**config.mk**
```make
export PLATFORM = sky130hd
export DESIGN_NAME = contrastive_pair_accuracy
export DESIGN_NICKNAME = d
export VERILOG_FILES = /design/src/sv/cpa_pkg.sv /design/src/sv/cpa_queue.sv /design/src/sv/cpa_front.sv /design/src/sv/cpa_back.sv /design/src/sv/contrastive_pair_accuracy.sv
export SDC_FILE = /design/constraint.sdc
export NUM_CORES = 2
export LEC_CHECK = 0
export BUFFER_PORTS_ARGS = -buffer_cell sky130_fd_sc_hd__buf_2
export CAP_MARGIN = 40
export CORE_MARGIN = 3
export CORE_UTILIZATION = 54
export CTS_CLUSTER_DIAMETER = 50
export CTS_CLUSTER_SIZE = 16
export DETAILED_ROUTE_END_ITERATION = 12
export HOLD_SLACK_MARGIN = 0.1
export MAX_ROUTING_LAYER = met4
export PLACE_DENSITY = 0.7
export SYNTH_ARGS = -nofsm -noshare
export SYNTH_HDL_FRONTEND = slang
export SYNTH_SLANG_ARGS = --single-unit
export TNS_END_PERCENT = 30
```
**constraint.sdc**
```tcl
create_clock -name clk -period 8 [get_ports clk]
set_input_delay 0.4 -clock clk [delete_from_list [all_inputs] [get_ports clk]]
set_output_delay 0.4 -clock clk [all_outputs]
set_load 0.005 [all_outputs]
```
**src/sv/cpa_pkg.sv**
```systemverilog
// shared types and constants of the contrastive pair accuracy block
package cpa_pkg;

    localparam int CNT_W     = 17;
    localparam int ACC_W     = 48;
    localparam int SQ_W      = 32;
    localparam int FRAC_BITS = 16;
    localparam int IN_W      = 32;
    localparam int USER_W    = 2;
    localparam int OUT_W     = 120;
    localparam int CFG_W     = 32;

    localparam logic [CNT_W-1:0] CNT_MAX = {CNT_W{1'b1}};
    localparam logic [ACC_W-1:0] ACC_MAX = {ACC_W{1'b1}};

    // register indexes of the configuration port
    localparam logic CFG_MARGIN = 1'b0;
    localparam logic CFG_LEGACY = 1'b1;

    typedef logic [CNT_W-1:0] count_t;

    // per-batch counts handed from the front to the back
    typedef struct packed {
        count_t pos_pairs;
        count_t neg_pairs;
        count_t pos_correct;
        count_t neg_correct;
    } batch_counts_t;

    // queue status seen by both sides
    typedef struct packed {
        logic empty;
        logic free1;
        logic free2;
    } q_stat_t;

    // result word, last field in the lowest bits
    typedef struct packed {
        logic   pad;
        count_t neg_correct;
        count_t pos_correct;
        count_t neg_pairs;
        count_t pos_pairs;
        count_t neg_rate;
        count_t pos_rate;
        count_t mean_accuracy;
    } result_t;

endpackage

```
**src/sv/cpa_queue.sv**
```systemverilog
// short queue of batch counts between the front and the back
module cpa_queue
    import cpa_pkg::*;
#(
    parameter int DEPTH = 2
)
(
    input  logic          clk,
    input  logic          rst_n,
    input  logic          push,
    input  batch_counts_t push_data,
    input  logic          pop,
    output batch_counts_t head,
    output q_stat_t       stat
);

    localparam int PTR_W = (DEPTH > 1) ? $clog2(DEPTH) : 1;
    localparam int FILL_W = $clog2(DEPTH + 1);

    batch_counts_t mem [DEPTH];
    logic [PTR_W-1:0]  wr_ptr_reg;
    logic [PTR_W-1:0]  rd_ptr_reg;
    logic [FILL_W-1:0] fill_reg;

    always_ff @(posedge clk)
    begin
        if (push)
        begin
            mem[wr_ptr_reg] <= push_data;
        end
    end

    always_ff @(posedge clk or negedge rst_n)
    begin
        if (!rst_n)
        begin
            wr_ptr_reg <= '0;
            rd_ptr_reg <= '0;
            fill_reg   <= '0;
        end
        else
        begin
            if (push)
            begin
                wr_ptr_reg <= (wr_ptr_reg == PTR_W'(DEPTH - 1)) ? '0 : wr_ptr_reg + 1'b1;
            end
            if (pop)
            begin
                rd_ptr_reg <= (rd_ptr_reg == PTR_W'(DEPTH - 1)) ? '0 : rd_ptr_reg + 1'b1;
            end
            if (push && !pop)
            begin
                fill_reg <= fill_reg + 1'b1;
            end
            else if (pop && !push)
            begin
                fill_reg <= fill_reg - 1'b1;
            end
        end
    end

    assign head       = mem[rd_ptr_reg];
    assign stat.empty = (fill_reg == '0);
    assign stat.free1 = (int'(fill_reg) < DEPTH);
    assign stat.free2 = (int'(fill_reg) + 2 <= DEPTH);

endmodule

```
**src/sv/cpa_front.sv**
```systemverilog
// front: accepts element words, accumulates squared distance, scores pairs
module cpa_front
    import cpa_pkg::*;
(
    input  logic              clk,
    input  logic              rst_n,
    input  logic              cfg_we,
    input  logic              cfg_index,
    input  logic [CFG_W-1:0]  cfg_data,
    input  logic              in_valid,
    output logic              in_ready,
    input  logic signed [15:0] a_value,
    input  logic signed [15:0] b_value,
    input  logic              similar,
    input  logic              pair_end,
    input  logic              batch_end,
    input  q_stat_t           qstat,
    output logic              push,
    output batch_counts_t     push_data
);

    logic [31:0]       margin_reg;
    logic              legacy_reg;
    logic [63:0]       margin_sq_reg;

    logic              s1_valid_reg;
    logic [SQ_W-1:0]   s1_sq_reg;
    logic              s1_sim_reg;
    logic              s1_close_reg;
    logic              s1_bend_reg;

    logic [ACC_W-1:0]  dist_reg;
    count_t            pos_count_reg;
    count_t            neg_count_reg;
    count_t            pos_right_reg;
    count_t            neg_right_reg;

    logic              accept;
    logic signed [16:0] diff;
    logic [16:0]       mag;
    logic [SQ_W-1:0]   sq;
    logic [ACC_W:0]    sum;
    logic [ACC_W-1:0]  dist_new;
    logic              pos_ok;
    logic              neg_ok;
    count_t            pos_count_next;
    count_t            neg_count_next;
    count_t            pos_right_next;
    count_t            neg_right_next;

    // a pending batch end in stage 1 needs a second free slot
    assign in_ready = (s1_valid_reg && s1_bend_reg) ? qstat.free2 : qstat.free1;
    assign accept   = in_valid && in_ready;

    assign diff = 17'(signed'({a_value[15], a_value})) - 17'(signed'({b_value[15], b_value}));
    assign mag  = diff[16] ? 17'(-diff) : 17'(diff);
    assign sq   = mag[15:0] * mag[15:0];

    // saturating accumulate, then score the closing pair
    always_comb
    begin
        sum      = {1'b0, dist_reg} + (ACC_W + 1)'(s1_sq_reg);
        dist_new = sum[ACC_W] ? ACC_MAX : sum[ACC_W-1:0];
        pos_ok   = dist_new < ACC_W'(margin_reg);
        if (legacy_reg)
        begin
            neg_ok = dist_new >= ACC_W'(margin_reg);
        end
        else
        begin
            neg_ok = {dist_new, 16'b0} >= margin_sq_reg;
        end

        pos_count_next = pos_count_reg;
        neg_count_next = neg_count_reg;
        pos_right_next = pos_right_reg;
        neg_right_next = neg_right_reg;
        if (s1_valid_reg && s1_close_reg)
        begin
            if (s1_sim_reg)
            begin
                if (pos_count_reg != CNT_MAX)
                begin
                    pos_count_next = pos_count_reg + 1'b1;
                    if (pos_ok)
                    begin
                        pos_right_next = pos_right_reg + 1'b1;
                    end
                end
            end
            else
            begin
                if (neg_count_reg != CNT_MAX)
                begin
                    neg_count_next = neg_count_reg + 1'b1;
                    if (neg_ok)
                    begin
                        neg_right_next = neg_right_reg + 1'b1;
                    end
                end
            end
        end
    end

    assign push                  = s1_valid_reg && s1_bend_reg;
    assign push_data.pos_pairs   = pos_count_next;
    assign push_data.neg_pairs   = neg_count_next;
    assign push_data.pos_correct = pos_right_next;
    assign push_data.neg_correct = neg_right_next;

    always_ff @(posedge clk or negedge rst_n)
    begin
        if (!rst_n)
        begin
            margin_reg <= 32'd65536;
            legacy_reg <= 1'b0;
        end
        else if (cfg_we)
        begin
            case (cfg_index)
                CFG_MARGIN: margin_reg <= cfg_data;
                CFG_LEGACY: legacy_reg <= cfg_data[0];
                default:    ;
            endcase
        end
    end

    always_ff @(posedge clk)
    begin
        margin_sq_reg <= margin_reg * margin_reg;
        if (accept)
        begin
            s1_sq_reg    <= sq;
            s1_sim_reg   <= similar;
            s1_close_reg <= pair_end || batch_end;
            s1_bend_reg  <= batch_end;
        end
    end

    always_ff @(posedge clk or negedge rst_n)
    begin
        if (!rst_n)
        begin
            s1_valid_reg  <= 1'b0;
            dist_reg      <= '0;
            pos_count_reg <= '0;
            neg_count_reg <= '0;
            pos_right_reg <= '0;
            neg_right_reg <= '0;
        end
        else
        begin
            s1_valid_reg <= accept;
            if (s1_valid_reg)
            begin
                if (s1_bend_reg)
                begin
                    dist_reg      <= '0;
                    pos_count_reg <= '0;
                    neg_count_reg <= '0;
                    pos_right_reg <= '0;
                    neg_right_reg <= '0;
                end
                else
                begin
                    dist_reg      <= s1_close_reg ? '0 : dist_new;
                    pos_count_reg <= pos_count_next;
                    neg_count_reg <= neg_count_next;
                    pos_right_reg <= pos_right_next;
                    neg_right_reg <= neg_right_next;
                end
            end
        end
    end

`ifndef NO_ASSERTIONS
    a_pos_right_le_count: assert property (@(posedge clk) disable iff (!rst_n)
        pos_right_reg <= pos_count_reg)
        else $error("pos right count above pos count");
    a_neg_right_le_count: assert property (@(posedge clk) disable iff (!rst_n)
        neg_right_reg <= neg_count_reg)
        else $error("neg right count above neg count");
    a_push_has_room: assert property (@(posedge clk) disable iff (!rst_n)
        push |-> qstat.free1)
        else $error("batch pushed into a full queue");
`endif

endmodule

```
**src/sv/cpa_back.sv**
```systemverilog
// back: divides the batch counts into accuracies and holds the result word
module cpa_back
    import cpa_pkg::*;
(
    input  logic          clk,
    input  logic          rst_n,
    input  q_stat_t       qstat,
    input  batch_counts_t head,
    output logic          pop,
    output logic          out_valid,
    input  logic          out_ready,
    output result_t       out_word
);

    typedef enum logic [2:0] {
        ST_IDLE,
        ST_INIT,
        ST_STEP,
        ST_ROUND,
        ST_DONE
    } state_t;

    state_t        state_reg;
    logic          phase_reg;
    logic [4:0]    cnt_reg;
    count_t        rem_reg;
    logic [17:0]   quo_reg;
    batch_counts_t batch_reg;
    count_t        pos_acc_reg;
    count_t        neg_acc_reg;
    logic          out_valid_reg;
    result_t       out_reg;

    count_t        sel_right;
    count_t        sel_total;
    logic          init_ge;
    logic [17:0]   rem2;
    logic          take;
    logic [17:0]   rounded;
    count_t        frac;
    logic [17:0]   mean_sum;
    logic          out_free;

    always_comb
    begin
        sel_right = phase_reg ? batch_reg.neg_correct : batch_reg.pos_correct;
        sel_total = phase_reg ? batch_reg.neg_pairs : batch_reg.pos_pairs;
        init_ge   = sel_right >= sel_total;
        rem2      = {rem_reg, 1'b0};
        take      = rem2 >= {1'b0, sel_total};
        rounded   = quo_reg + 18'd1;
        frac      = (sel_total == '0) ? '0 : rounded[17:1];
        mean_sum  = 18'(pos_acc_reg) + 18'(neg_acc_reg) + 18'd1;
    end

    assign out_free  = !out_valid_reg || out_ready;
    assign pop       = (state_reg == ST_IDLE) && !qstat.empty;
    assign out_valid = out_valid_reg;
    assign out_word  = out_reg;

    always_ff @(posedge clk or negedge rst_n)
    begin
        if (!rst_n)
        begin
            state_reg     <= ST_IDLE;
            phase_reg     <= 1'b0;
            cnt_reg       <= '0;
            out_valid_reg <= 1'b0;
        end
        else
        begin
            // in ST_DONE the load below decides the valid
            if (out_valid_reg && out_ready && (state_reg != ST_DONE))
            begin
                out_valid_reg <= 1'b0;
            end
            case (state_reg)
                ST_IDLE:
                begin
                    if (!qstat.empty)
                    begin
                        batch_reg <= head;
                        phase_reg <= 1'b0;
                        state_reg <= ST_INIT;
                    end
                end
                ST_INIT:
                begin
                    // quotient top bit: right never exceeds total
                    rem_reg   <= init_ge ? CNT_W'(sel_right - sel_total) : sel_right;
                    quo_reg   <= {17'b0, init_ge};
                    cnt_reg   <= '0;
                    state_reg <= ST_STEP;
                end
                ST_STEP:
                begin
                    rem_reg <= take ? CNT_W'(rem2 - {1'b0, sel_total}) : rem2[CNT_W-1:0];
                    quo_reg <= {quo_reg[16:0], take};
                    cnt_reg <= cnt_reg + 1'b1;
                    if (cnt_reg == 5'(FRAC_BITS))
                    begin
                        state_reg <= ST_ROUND;
                    end
                end
                ST_ROUND:
                begin
                    if (phase_reg)
                    begin
                        neg_acc_reg <= frac;
                        state_reg   <= ST_DONE;
                    end
                    else
                    begin
                        pos_acc_reg <= frac;
                        phase_reg   <= 1'b1;
                        state_reg   <= ST_INIT;
                    end
                end
                ST_DONE:
                begin
                    if (out_free)
                    begin
                        out_reg.pad           <= 1'b0;
                        out_reg.mean_accuracy <= mean_sum[17:1];
                        out_reg.pos_rate      <= pos_acc_reg;
                        out_reg.neg_rate      <= neg_acc_reg;
                        out_reg.pos_pairs     <= batch_reg.pos_pairs;
                        out_reg.neg_pairs     <= batch_reg.neg_pairs;
                        out_reg.pos_correct   <= batch_reg.pos_correct;
                        out_reg.neg_correct   <= batch_reg.neg_correct;
                        out_valid_reg         <= 1'b1;
                        state_reg             <= ST_IDLE;
                    end
                end
                default:
                begin
                    state_reg <= ST_IDLE;
                end
            endcase
        end
    end

`ifndef NO_ASSERTIONS
    a_step_bound: assert property (@(posedge clk) disable iff (!rst_n)
        (state_reg == ST_STEP) |-> (cnt_reg <= 5'(FRAC_BITS)))
        else $error("divider step count out of range");
    a_out_correct_le_pairs: assert property (@(posedge clk) disable iff (!rst_n)
        out_valid_reg |-> (out_reg.pos_correct <= out_reg.pos_pairs
                           && out_reg.neg_correct <= out_reg.neg_pairs))
        else $error("result correct count above pair count");
    a_out_acc_bound: assert property (@(posedge clk) disable iff (!rst_n)
        out_valid_reg |-> (out_reg.pos_rate <= 17'd65536
                           && out_reg.neg_rate <= 17'd65536))
        else $error("accuracy above one");
`endif

endmodule

```
**src/sv/contrastive_pair_accuracy.sv**
```systemverilog
// top level of the contrastive pair accuracy block
// usage:
//   s_* takes one element word per ready cycle: one element of each embedding
//   of a pair, pair label and pair end flag in s_tuser, batch end on s_tlast
//   cfg_* writes margin (index 0, unsigned q16.16) and legacy mode (index 1)
//   m_* gives one result word per batch: accuracies in q1.16 and the counts
// throughput: one element word per cycle while the batch queue has room; the
//   back divides one batch at a time, so runs of short batches fill the queue
// a batch's result word goes through one front stage, the queue pop, the
//   shared bit-serial divider (two divisions, one after the other) and the
//   output load
// a pair's squared distance is accumulated in a two-stage front, scored when
//   the pair closes, and the batch counts go through a short queue to the back
// the queue lets the front run on while the back divides or while the
//   receiver stalls m_*; s_tready drops when the queue is full, or when one
//   slot is left and a batch end sits in the front stage
// reset clears counts, queue, divider and the output valid, and loads
//   margin 1.0 and legacy mode off
// configuration must be written only while no batch is in flight; not enforced
module contrastive_pair_accuracy
    import cpa_pkg::*;
#(
    parameter int QUEUE_DEPTH = 2
)
(
    input  logic              clk,
    input  logic              rst_n,
    input  logic              cfg_we,
    input  logic              cfg_index,
    input  logic [CFG_W-1:0]  cfg_data,
    input  logic              s_tvalid,
    output logic              s_tready,
    input  logic [IN_W-1:0]   s_tdata,   // a_value, b_value
    input  logic [USER_W-1:0] s_tuser,   // similar, pair_end
    input  logic              s_tlast,   // batch_end
    output logic              m_tvalid,
    input  logic              m_tready,
    // mean_accuracy, pos_rate, neg_rate, pos_pairs, neg_pairs,
    // pos_correct, neg_correct, zero pad bit
    output logic [OUT_W-1:0]  m_tdata
);

    q_stat_t       qstat;
    logic          push;
    batch_counts_t push_data;
    logic          pop;
    batch_counts_t head;
    result_t       out_word;

    // front: element words in, batch counts out
    cpa_front u_front (
        .clk       (clk),
        .rst_n     (rst_n),
        .cfg_we    (cfg_we),
        .cfg_index (cfg_index),
        .cfg_data  (cfg_data),
        .in_valid  (s_tvalid),
        .in_ready  (s_tready),
        .a_value   (s_tdata[15:0]),
        .b_value   (s_tdata[31:16]),
        .similar   (s_tuser[0]),
        .pair_end  (s_tuser[1]),
        .batch_end (s_tlast),
        .qstat     (qstat),
        .push      (push),
        .push_data (push_data)
    );

    // batch counts waiting for the divider
    cpa_queue #(
        .DEPTH (QUEUE_DEPTH)
    ) u_queue (
        .clk       (clk),
        .rst_n     (rst_n),
        .push      (push),
        .push_data (push_data),
        .pop       (pop),
        .head      (head),
        .stat      (qstat)
    );

    // back: divisions, rounding and the output register
    cpa_back u_back (
        .clk       (clk),
        .rst_n     (rst_n),
        .qstat     (qstat),
        .head      (head),
        .pop       (pop),
        .out_valid (m_tvalid),
        .out_ready (m_tready),
        .out_word  (out_word)
    );

    assign m_tdata = out_word;

endmodule
```
==> results list <==
- Sorting the synthesized cells by area gives the leading types as sky130_fd_sc_hd__fa_1 29%, sky130_fd_sc_hd__edfxtp_1 19%, sky130_fd_sc_hd__ha_1 10%.
* Cell with the largest stage delay on the worst path: sky130_fd_sc_hd__fa_1
* Fmax: around 120 MHz
* Iter 0 DRT Violations: around 3,300
- The worst hold path passes through 3 cells.
- Count of nets left with antenna violations after detail routing: 0
- STA classifies the critical path endpoint as a flip-flop.
- The later pin in the worst-skew pair is clocked with a latency of ~0.67 ns.
- Counting flops with a built-in enable in the synthesized netlist gives approximately 430.
- Of the total synthesized cell area, the portion taken by XOR and XNOR cells is between 3 and 4%.
* Sort of element at the start of the critical path: input pin
* Fraction of final layout cells sized beyond drive strength 1: a little under a fifth
* Maxcap violations: 0
* Dpl hpwl: roughly 140,000 µm
- The register with the most flip-flops in the layout has around 140 of them.
* Synth Area in Compound Gates: 8.18%
- Leading cell type in the layout, fill and taps excluded: sky130_fd_sc_hd__inv_1
- The floorplan step set the die height to approximately 360 µm.
* Final setup slack of the worst path: -0.141 ns
* Global Route Usage Sum: between 20% and 30%
* Yosys warning total: 0
- Distinct cell type count of the synthesized netlist: 96
- Routed wire per std cell: between 15 and 20 µm
* Type of the most critical hold path: input pin to flip-flop
* Number of CTS-inserted buffers: 67
- Routability-driven placement congestion ratio: about 0.96
- The synthesized netlist devotes 9.88% of its cell area to simple gates.
- The most used flip-flop cell after synthesis is sky130_fd_sc_hd__edfxtp_1.
- Worst R2R End: u_front.margin_sq_reg[62]$_DFF_P_
- Worst Path Required: 8.40 ns
* Headroom to the max-slew limit: around 41%
* Leading cell types in the layout, fill and taps excluded: 1,311 x sky130_fd_sc_hd__inv_1, 952 x sky130_fd_sc_hd__fa_1, 632 x sky130_fd_sc_hd__buf_4
- Floorplan row count: roughly 130
* Number of optimization iterations in the first detailed-route pass: 6
- In this design, the stage delay of the slowest critical-path cell is just under 0.6 ns.
- Worst min-delay path startpoint: cfg_we
- In this run the biggest area consumer among cell types represents between 20 and 30% of the synthesized area.
- Reg2Reg Depth: 28
- Post-Syn Nets: around 8,000
- TritonCTS built the clock tree.
- Setup repair after global routing could not meet its margin everywhere.
- Total Die Area: roughly 130,000 µm²
* Starting utilization of the core area: between 50% and 60%
* Port Buffers: between 150 and 200
- In this run the cell area measured after placement is roughly 75,000 µm².
- Clock tree synthesis found a total of 653 sinks.
- The final layout contains routed wiring with a total length of around 170,000 µm.
- The average instance in the mapped netlist occupies roughly 10 µm².
- The worst register-to-register path begins at u_front.margin_reg[17]$_DFFE_PN0P_.
- Number of vias per cell: roughly 5.4
- In this run the horizontal extent of the chip is roughly 360 µm.
- Clock tree root buffer cell: sky130_fd_sc_hd__clkbuf_16
- Worst slack on hold paths: between 0.2 and 0.25 ns
* H-tree lvl count: 3
- Count of final setup violators: 8
- Of all nets on the critical path, the largest fanout is 7.
* Area growth syn-to-layout: 17.6%
- Cell type with the largest total area after synthesis: sky130_fd_sc_hd__fa_1
- Across the routed clock network, the largest skew measured is between 0.04 and 0.05 ns.
- Summing the areas of all fa, ha and maj instances in the mapped netlist gives between 30 and 40% of the synthesized area.
* Worst Setup Path Type: input pin to flip-flop
- Failing checks: negative setup slack
- Floorplan core area: around 120,000 µm²
- Of the post-synthesis cell area, the part taken by muxes is under 10%.
- The via count of the first global-routing pass is roughly 52,000.
- I/O pin cnt: 195
* Cell area after layout: slightly below 80,000 µm²
- Register clock-pin slew on the reported worst setup and hold paths: 0.07 ns
* Minimum setup slack among reg-to-reg paths: -0.14 ns
- Synthesis handed over a netlist of 6,447 instances.
- The number of slew-limit violations in the final report was 0.
- Number of vias in the routed layout: around 48,000
* Async S/R FF share, synth: 25.1%
- Remaining Overflow, GRT: 0
- Result of the run: complete, but fails checks
- The cell family contributing the most delay on the critical path is adder cells.
- Count of endpoints failing hold in the final timing report: 0
- Entering global routing, the biggest net connects 84 pins.
* Arrival time at the worst endpoint: 8.54 ns
- Summing the sequential cell areas from Yosys gives a little over a quarter of the chip area.
* Actual transition at the worst max-transition pin: 0.870 ns
- Main combinational cell family by area after synthesis: adder cells
* # nets final: about 8,800
- Post-synthesis sequential element count: around 650
* Antenna violations before repair: 3
* Global-route wire length before repair: approximately 280,000 µm
- In this design, the critical path's most frequently occurring cell is sky130_fd_sc_hd__fa_1.
- The synthesized netlist occupies a cell area of between 60,000 and 70,000 µm².
- Source of the critical timing path: s_tdata[16]
- The smallest clock period supported by the final layout is computed as slightly above 8 ns.
- Critical path buffers and inverters: 4
- After detailed routing, the number of remaining DRC violations is 0.
- Maximum buffer depth of the clock tree: 3
- The path with the worst hold slack has its endpoint at u_front.legacy_reg$_DFFE_PN0P_.
- The worst path uses 102% of the clock period.
- Critical path depth: 33
## cell usage after synthesis, drive strengths merged, types with 26 or more instances
cell and count:
mux2i 40, nand4 58, o211ai 26, o21ai 136, edfxtp 426, buf 47
inv 1347, xnor2 162, and3 49, nor2 493, nor3 52, fa 975
a21o 114, dfrtp 163, nand2 540, nand3 68, clkbuf 160, a21oi 189
xor2 134, nor4 32, and2 53, mux2 94, dfxtp 63, a22o 102
o21bai 30, nor2b 30, ha 559
## repair_timing
item / CTS / global route
hold endpoints to repair: 117 / 0
resized for setup: 105 / 127
endpoints found under the setup margin: 21 / 30
hold buffers: 37 / 0
pin swaps: 64 / 86
setup buffers: 14 / 20
## layout make-up
class | count | area [µm²]
antenna | 4 | 10.0
clock buffer | 81 | 1740
clock inverter | 42 | 528
fill | 9645 | 43800
inverter | 1359 | 5120
multi-input combinational | 4228 | 44000
sequential | 653 | 18200
tap | 1625 | 2030
timing repair buffer | 909 | 6860
## how the worst max path moves through the flow
stage / to / slack [ns]
2_1_floorplan: u_front.s1_sq_reg[30]$_DFFE_PP_ / -0.49
3_3_place_gp: u_front.s1_sq_reg[30]$_DFFE_PP_ / -0.81
3_5_place_dp: u_front.s1_sq_reg[30]$_DFFE_PP_ / -0.90
4_1_cts: u_front.margin_sq_reg[62]$_DFF_P_ / -0.10
5_1_grt: u_front.s1_sq_reg[30]$_DFFE_PP_ / -0.46
6_report: u_front.s1_sq_reg[30]$_DFFE_PP_ / -0.14
## worst reg2reg max path: cells and delay by family, from the launching register on
kind                       cells  cell delay (ns)
adders and majority gates      9             4.30
muxes                          1             0.21
AOI/OAI and AO/OA             11             2.34
and+or+nand+nor                1             0.08
DFF                            1             0.38
buffers and inverters          6             0.70
## logic make-up (layout without fill, tap and decap cells)
family | after synthesis | count (layout)
xor+xnor | 296 | 296
simple gates | 1473 | 1473
mux | 134 | 134
other cells | 1 | 5
buf+inv | 1566 | 2391
flops | 653 | 653
compound gates | 790 | 790
fa+ha+maj | 1534 | 1534
## through the flow
step | cells | TNS [ns] | util, % | setup WS, ns
4_1_cts | 8877 | -0.467 | 63.7 | -0.101
2_1_floorplan | 6447 | -2.00 | - | -0.492
6_report | 8901 | -0.492 | 64.2 | -0.141
3_3_place_gp | 8699 | -8.56 | 61.0 | -0.805
5_1_grt | 8900 | -5.84 | 64.2 | -0.456
3_5_place_dp | 8706 | -10.86 | 61.1 | -0.903
## routing by layer
layer | global-route usage (%) | vias up | wire [µm]
li1 | - | 22200 | -
met1 | 36.8 | 24100 | 71600
met2 | 46.5 | 1490 | 82600
met3 | 3.66 | 431 | 10200
met4 | 10.8 | 0 | 7240
met5 | - | - | 0
Power is not shown: default switching activity piles up to over one toggle a cycle in this logic, so the estimate is an artifact.
